### src/hdl/vd3_pkg.sv
package vd3_pkg;

    // Default width of one signed point component.
    localparam int COMPONENT_BITS_DEF = 16;

endpackage

### src/hdl/vector_distance_3d.sv
// Channel   Direction  Ports                                   Beat contents
// --------  ---------  --------------------------------------  ----------------------------
// s_        in         s_valid, s_ready, s_a_*, s_b_*          two signed 3D points A and B
// m_        out        m_valid, m_ready, m_distance            floor(|A - B|), unsigned
//
// One beat enters per cycle and a result leaves per cycle once the pipeline has filled,
// unless m_ready stalls the output. There is one stage each for the differences, the
// squares and the sum, then one stage per bit of the square root.
// Reset (aresetn, synchronous, active low) clears only the valid bits of the stages.
// A stalled output holds its beat; stages behind it keep moving and close up any
// bubbles, so input is still taken until every stage holds a beat.

module vector_distance_3d
    import vd3_pkg::*;
#(
    parameter int COMPONENT_BITS = COMPONENT_BITS_DEF
) (
    input  logic                        aclk,
    input  logic                        aresetn,

    input  logic                        s_valid,
    output logic                        s_ready,
    input  logic signed [COMPONENT_BITS-1:0] s_a_x,
    input  logic signed [COMPONENT_BITS-1:0] s_a_y,
    input  logic signed [COMPONENT_BITS-1:0] s_a_z,
    input  logic signed [COMPONENT_BITS-1:0] s_b_x,
    input  logic signed [COMPONENT_BITS-1:0] s_b_y,
    input  logic signed [COMPONENT_BITS-1:0] s_b_z,

    output logic                        m_valid,
    input  logic                        m_ready,
    output logic [COMPONENT_BITS:0]     m_distance
);

    // Widths derived from the component width.
    localparam int N   = COMPONENT_BITS;
    localparam int DW  = N + 1;        // signed difference
    localparam int R   = N + 1;        // root bits, one pipeline stage each
    localparam int SW  = 2 * R;        // exact sum of three squares
    localparam int RW  = R + 3;        // remainder after the two-bit shift
    localparam int NST = R + 3;        // total stages

    // Stage indexes of the front end.
    localparam int ST_DIFF = 0;
    localparam int ST_SQ   = 1;
    localparam int ST_SUM  = 2;
    localparam int ST_ROOT = 3;

    // Per-stage valid bits and load enables. A stage loads when it is empty or
    // when the stage after it is loading, so bubbles are squeezed out on a stall.
    logic [NST-1:0] vld_reg;
    logic [NST-1:0] vld_next;
    logic [NST-1:0] ld;

    always_comb begin
        ld[NST-1] = !vld_reg[NST-1] || m_ready;
        for (int i = NST - 2; i >= 0; i--) begin
            ld[i] = !vld_reg[i] || ld[i+1];
        end
    end

    always_comb begin
        vld_next = vld_reg;
        for (int i = 0; i < NST; i++) begin
            if (ld[i]) begin
                vld_next[i] = (i == 0) ? s_valid : vld_reg[(i == 0) ? 0 : i - 1];
            end
        end
    end

    always_ff @(posedge aclk) begin
        if (!aresetn) begin
            vld_reg <= '0;
        end else begin
            vld_reg <= vld_next;
        end
    end

    assign s_ready = ld[ST_DIFF];

    // Stage: absolute differences. The magnitude of an N+1 bit difference of two
    // N bit values never exceeds 2^N - 1, so it fits in N bits.
    logic [N-1:0] mag_reg  [3];
    logic [N-1:0] mag_next [3];

    always_comb begin
        logic signed [DW-1:0] d [3];
        logic signed [DW-1:0] neg [3];
        d[0] = {s_a_x[N-1], s_a_x} - {s_b_x[N-1], s_b_x};
        d[1] = {s_a_y[N-1], s_a_y} - {s_b_y[N-1], s_b_y};
        d[2] = {s_a_z[N-1], s_a_z} - {s_b_z[N-1], s_b_z};
        for (int c = 0; c < 3; c++) begin
            neg[c]      = -d[c];
            mag_next[c] = d[c][DW-1] ? neg[c][N-1:0] : d[c][N-1:0];
        end
    end

    // Stage: squares, one multiplier per axis.
    logic [2*N-1:0] sq_reg [3];

    // Stage: exact sum of the three squares.
    logic [SW-1:0] sum_reg;
    logic [SW-1:0] sum_next;

    assign sum_next = SW'(sq_reg[0]) + SW'(sq_reg[1]) + SW'(sq_reg[2]);

    always_ff @(posedge aclk) begin
        if (ld[ST_DIFF]) begin
            mag_reg <= mag_next;
        end
        if (ld[ST_SQ]) begin
            for (int c = 0; c < 3; c++) begin
                sq_reg[c] <= mag_reg[c] * mag_reg[c];
            end
        end
        if (ld[ST_SUM]) begin
            sum_reg <= sum_next;
        end
    end

    // Square root, one result bit per stage, most significant first. Each stage
    // brings down the next two radicand bits and tries to subtract 4*root + 1.
    logic [RW-1:0] rem_reg   [R];
    logic [RW-1:0] rem_next  [R];
    logic [R-1:0]  root_reg  [R];
    logic [R-1:0]  root_next [R];
    logic [SW-1:0] rad_reg   [R];
    logic [SW-1:0] rad_next  [R];

    always_comb begin
        logic [RW-1:0] rem_in;
        logic [R-1:0]  root_in;
        logic [SW-1:0] rad_in;
        logic [RW-1:0] rem_sh;
        logic [RW-1:0] trial;
        for (int k = 0; k < R; k++) begin
            if (k == 0) begin
                rem_in  = '0;
                root_in = '0;
                rad_in  = sum_reg;
            end else begin
                rem_in  = rem_reg[(k == 0) ? 0 : k - 1];
                root_in = root_reg[(k == 0) ? 0 : k - 1];
                rad_in  = rad_reg[(k == 0) ? 0 : k - 1];
            end
            rem_sh      = {rem_in[RW-3:0], rad_in[SW-1:SW-2]};
            trial       = {1'b0, root_in, 2'b01};
            rad_next[k] = {rad_in[SW-3:0], 2'b00};
            if (rem_sh >= trial) begin
                rem_next[k]  = rem_sh - trial;
                root_next[k] = {root_in[R-2:0], 1'b1};
            end else begin
                rem_next[k]  = rem_sh;
                root_next[k] = {root_in[R-2:0], 1'b0};
            end
        end
    end

    always_ff @(posedge aclk) begin
        for (int k = 0; k < R; k++) begin
            if (ld[ST_ROOT + k]) begin
                rem_reg[k]  <= rem_next[k];
                root_reg[k] <= root_next[k];
                rad_reg[k]  <= rad_next[k];
            end
        end
    end

    // The last root stage is the output register.
    assign m_valid    = vld_reg[NST-1];
    assign m_distance = root_reg[R-1];

endmodule

### config.mk
export PLATFORM = sky130hd
export DESIGN_NAME = vector_distance_3d
export DESIGN_NICKNAME = d
export VERILOG_FILES = /design/src/hdl/vd3_pkg.sv /design/src/hdl/vector_distance_3d.sv
export SDC_FILE = /design/constraint.sdc
export NUM_CORES = 2
export LEC_CHECK = 0
export BUFFER_PORTS_ARGS = -buffer_cell sky130_fd_sc_hd__clkbuf_2
export CAP_MARGIN = 20
export CORE_MARGIN = 8
export CORE_UTILIZATION = 35
export CTS_BUF_LIST = sky130_fd_sc_hd__clkbuf_4
export DETAILED_ROUTE_END_ITERATION = 7
export SLEW_MARGIN = 20
export SYNTH_ARGS = -nofsm -noshare
export SYNTH_HDL_FRONTEND = slang
export SYNTH_SLANG_ARGS = --single-unit
### constraint.sdc
create_clock -name aclk -period 6.86 [get_ports aclk]
set_clock_uncertainty 0.15 [all_clocks]
set_input_delay 1.029 -clock aclk [delete_from_list [all_inputs] [get_ports aclk]]
set_output_delay 1.029 -clock aclk [all_outputs]
set_load 0.1 [all_outputs]
Yosys cells after proc, flatten, opt, wreduce, memory -nomap -nowiden
Memory sizes are Yosys's and may differ from the RTL's.
Index checks and enable logic that the tools add are counted.
{"block": "word_totals", "reg_bits": 102, "ramBits": 1269, "inputBits": 100, "out_inout_bits": 19, "wordCells": 186, "mem_count": 4}
{"name": "rad_reg", "depth": 17, "word_bits": 32, "read_ports": 16, "rd_ports_with_merged_regs": 0, "write_ports": 17, "line": "vector_distance_3d.sv:127", "text": "logic [SW-1:0] rad_reg [R];"}
{"name": "rem_reg", "depth": 17, "word_bits": 20, "read_ports": 16, "rd_ports_with_merged_regs": 0, "write_ports": 17, "line": "vector_distance_3d.sv:123", "text": "logic [RW-1:0] rem_reg [R];"}
{"name": "root_reg", "depth": 17, "word_bits": 17, "read_ports": 17, "rd_ports_with_merged_regs": 0, "write_ports": 17, "line": "vector_distance_3d.sv:125", "text": "logic [R-1:0] root_reg [R];"}
{"name": "sq_reg", "depth": 3, "word_bits": 32, "read_ports": 3, "rd_ports_with_merged_regs": 0, "write_ports": 3, "line": "vector_distance_3d.sv:99", "text": "logic [2*N-1:0] sq_reg [3];"}
{"block": "classes", "n_addsub": 25, "n_mul": 3, "magnitude_cmp": 17, "muxes": 73, "n_reduce_logical": 40}
{"op": "$mux W20", "count": 17}
{"op": "$ge A20 B19 Y1", "count": 16}
{"op": "$sub A20 B19 Y20", "count": 16}
{"op": "$mul A16 B16 Y32", "count": 3}
{"op": "$mux W1", "count": 53}
{"op": "$sub A16 B16 Y17", "count": 3}
{"op": "$mux W16", "count": 3}
{"op": "$neg A16 Y16", "count": 3}
{"op": "$add A33 B32 Y34", "count": 1}
{"op": "$add A32 B32 Y33", "count": 1}
{"op": "$logic_not A1 Y1", "count": 20}
{"op": "$logic_or A1 B1 Y1", "count": 20}
{"op": "$sub A2 B1 Y3 const B", "count": 1}
{"op": "$ge A2 B1 Y1 const B", "count": 1}

Longest topological paths before layout
{"block": "depth", "depth_word": 22, "depth_mapped": 26}

Worst setup path after synthesis
No wires, ideal clock.
{"block": "synth_path", "kind": "register -> register", "from": "register mag_reg[46] (netlist name)", "to": "memory sq_reg[0][31] (netlist name), data pin", "arrival_ps": 6089, "required_time_ps": 6450, "setup_slack_ps": 361, "path_stages_with_launch": 23, "synth_period_minus_slack_ps": 6499, "cell_sequence": "edfxtp_1 clkbuf_1 clkbuf_1 nand2_1 fa_1 fa_1 inv_1 fa_1 fa_1 fa_1 inv_1 fa_1 inv_1 ha_1 a21o_1 a21o_1 a221o_1 o41ai_2 o21ai_1 o31ai_2 o21ai_0 a21oi_1 xnor2_1"}
{"element": "start: declaration", "line": "vector_distance_3d.sv:83", "text": "logic [N-1:0] mag_reg [3];"}
{"element": "start signal: assignment", "line": "vector_distance_3d.sv:109", "text": "mag_reg <= mag_next;"}
{"element": "end: declaration", "line": "vector_distance_3d.sv:99"}

==> summary.md <==
| Metric | Value |
|---|---|
| # DRC | `0` |
| CTS H-tree depth | `4` |
| DR vias | `~40,000` |
| Layout cell share with drive strength beyond 1 | `0.116` |
| Final setup violation count | `0` |
| Cells after Synth | `5,742` |
| Sequential share of the synthesized area | `0.414` |
| Commonest cells after routing, fill and taps aside | `1,056 x inv_1, 868 x edfxtp_1, 552 x ha_1, 521 x fa_1, 428 x nand2_1` |
| Unique cell type count in the Yosys netlist | `86` |
| Critical Path AT | `~7400 ps` |
| Placed cells | `8,227` |
| Util after Layout | `0.391` |
| Synthesis-stage register bit count | `around 890` |
| Reg2Reg Depth | `21` |
| Total Wirelength | `125,000 µm` |
| RePlAce Congestion | `0.852` |
| Setup crit start kind | `register` |
| Fmax | `150 MHz` |
| IO Port Bufs | `between 100 and 150` |
| Critical Path RT | `between 7000 and 8000 ps` |
| Post-DP Area | `67,800 µm²` |
| Max-Cap Viols | `0` |
| Number of nets in the layout | `7,302` |
| Post-synth ARST share | `0` |
| Setup CP Type | `reg2reg` |
| Slew @ Worst Pin | `994 ps` |
| CTS tree | `done` |
| Max FFs per register | `between 200 and 300` |
| Worst Setup EP | `sq_reg[0][29]$_DFFE_PP_` |
| Final instance area | `slightly above 70,000 µm²` |
| CTS buffer count | `approximately 230` |
| Most used DFF post-synth | `edfxtp_1` |
| P&R area growth vs syn | `11.6%` |
| Clk sinks | `a little under 900` |
| Final Cycle Share | `0.972` |
| Crit path time final | `6670 ps` |
| Largest net degree at the start of global routing | `50` |
| Drt first pass iters | `5` |
| Initial Util | `0.350` |
| GRT Residual Overflow | `0` |
| CTS root buf | `clkbuf_4` |
| Final ANT Viol Nets | `0` |
| Avg Inst Size Synth | `about 11 µm²` |
| Cell Area, Synth | `63,900 µm²` |
| Crit end category | `register` |
| Tot GR Track Use | `0.125` |
| Total die area | `between 150,000 and 200,000 µm²` |
| Worst hold slack | `215 ps` |
| Most common cell after layout, fill and taps aside | `inv_1` |
| Crit path from | `mag_reg[42]$_DFFE_PP_` |
| Rows | `157` |
| Slew Viols, Final | `0` |
| Wire per inst | `around 14 µm` |
| Clock Path Buffers | `3` |
| Die height | `roughly 440 µm` |
| Non-filler instance count after layout | `8,705` |
| Slew headroom | `0.335` |
| Detailed Place HPWL | `100,000 µm` |
| HP Class | `in2reg` |
| Filler instances | `between 15,000 and 20,000` |
| Yosys Warn Count | `0` |
| IO Pins | `119` |
| Worst skew pair latency | `1120 ps` |
| Via count of the first global-routing pass | `43,300` |
| Reg2Reg Capture Point | `sq_reg[0][29]$_DFFE_PP_` |
| Die W | `443 µm` |
| Core area | `between 150,000 and 200,000 µm²` |
| Worst-path clk slew | `60 ps` |
| Status | `finished, final reports clean` |
| Post-synth EDFFs | `868` |
| Via density per instance | `4.73` |
| Starting DRT DRC Count | `1,711` |
| Antenna violations before repair | `4` |
| Syn_nets | `slightly below 7,000` |
| Reg2reg setup slack | `190 ps` |
| Reg2Reg Launch Point | `mag_reg[42]$_DFFE_PP_` |
| First-pass GRT wire length | `roughly 210,000 µm` |
| CP max FO | `6` |
| Final Hold Viols | `0` |
==> stage by stage <==
stage	setup TNS (ps)	worst slack (ps)
after CTS	0	52.2
after floorplan	0	361
final	0	192
after detailed placement	0	71.6
after global placement	0	136
after global routing	-38.0	-22.5
==> logic make-up after synthesis <==
family / share of synthesized area
other: 0.0000587
AND/OR/NAND/NOR: 0.103
buffers and inverters: 0.0682
adder cells (fa/ha/maj): 0.272
flip-flops: 0.414
XOR/XNOR: 0.0529
multiplexers: 0.00388
AO/OA/AOI/OAI: 0.0864
==> worst max-delay path, cell delays in order, from the launching register on <==
cell and delay (ps):
edfxtp_1 530, buf_4 200, buf_4 140, nand2_1 100
inv_1 70, fa_1 530, fa_1 450, fa_1 590
fa_1 430, fa_1 490, inv_1 50, fa_1 470
inv_1 40, ha_1 330, and4_1 240, a221o_1 370
o41ai_4 390, o21ai_2 140, o31ai_2 340, o21bai_1 100
a21oi_1 200, xnor2_1 80
==> synthesized netlist by cell type (all sizes together), types with 26 or more instances <==
| master | count | area share |
|---|---|---|
| xnor2 | 229 | 0.031 |
| o21ai | 191 | 0.015 |
| nand2 | 436 | 0.026 |
| nand4 | 27 | 0.0026 |
| a211oi | 26 | 0.0032 |
| and3 | 31 | 0.0030 |
| fa | 521 | 0.16 |
| nand3 | 73 | 0.0057 |
| ha | 553 | 0.11 |
| and2 | 144 | 0.014 |
| or2 | 29 | 0.0028 |
| nor2 | 272 | 0.016 |
| inv | 1060 | 0.062 |
| clkbuf | 94 | 0.0055 |
| nor3 | 101 | 0.0081 |
| edfxtp | 868 | 0.41 |
| xor2 | 157 | 0.022 |
| o21a | 95 | 0.011 |
| nand2b | 43 | 0.0042 |
| o31ai | 38 | 0.0046 |
| a21o | 89 | 0.010 |
| nor2b | 76 | 0.0074 |
| a21oi | 268 | 0.021 |
| nor4 | 39 | 0.0040 |
==> worst min-delay path by stage <==
stage / start / cells past startpoint / to / slack [ps]
after global routing: m_ready / 3 / vld_reg[19]$_SDFFE_PN0P_ / 50
final: m_ready / 3 / vld_reg[19]$_SDFFE_PN0P_ / 220
after detailed placement: rad_reg[0][73]$_DFFE_PP_ / 0 / rad_reg[0][107]$_DFFE_PP_ / 250
after CTS: m_ready / 3 / vld_reg[19]$_SDFFE_PN0P_ / 30
after floorplan: sum_reg[0]$_DFFE_PP_ / 0 / rad_reg[0][0]$_DFFE_PP_ / 250
after global placement: sum_reg[0]$_DFFE_PP_ / 0 / rad_reg[0][0]$_DFFE_PP_ / 250
==> timing repair <==
item                       CTS  global route
resized for setup            0            19
setup buffers                0            49
setup endpoints to repair    0            14
hold endpoints to repair     1             0
hold buffers                 1             0
==> layer usage <==
metal	GRT usage	up-vias	part of all wire
met4	0.0500	0	0.037
met2	0.237	608	0.53
met5	0	-	0
li1	-	20200	-
met3	0.0224	260	0.030
met1	0.138	20000	0.40
==> layout make-up <==
class	count	area (µm²)	area share
antenna	7	17.5	0.000246
clock buffer	349	2620	0.0368
clock inverter	71	368	0.00516
inverter	1060	3980	0.0558
multi-input combinational	3695	33200	0.466
sequential	888	26500	0.371
tap	2385	2980	0.0419
timing repair buffer	250	1610	0.0226
Power is not shown: default switching activity piles up to over one toggle a cycle in this logic, so the estimate is an artifact.
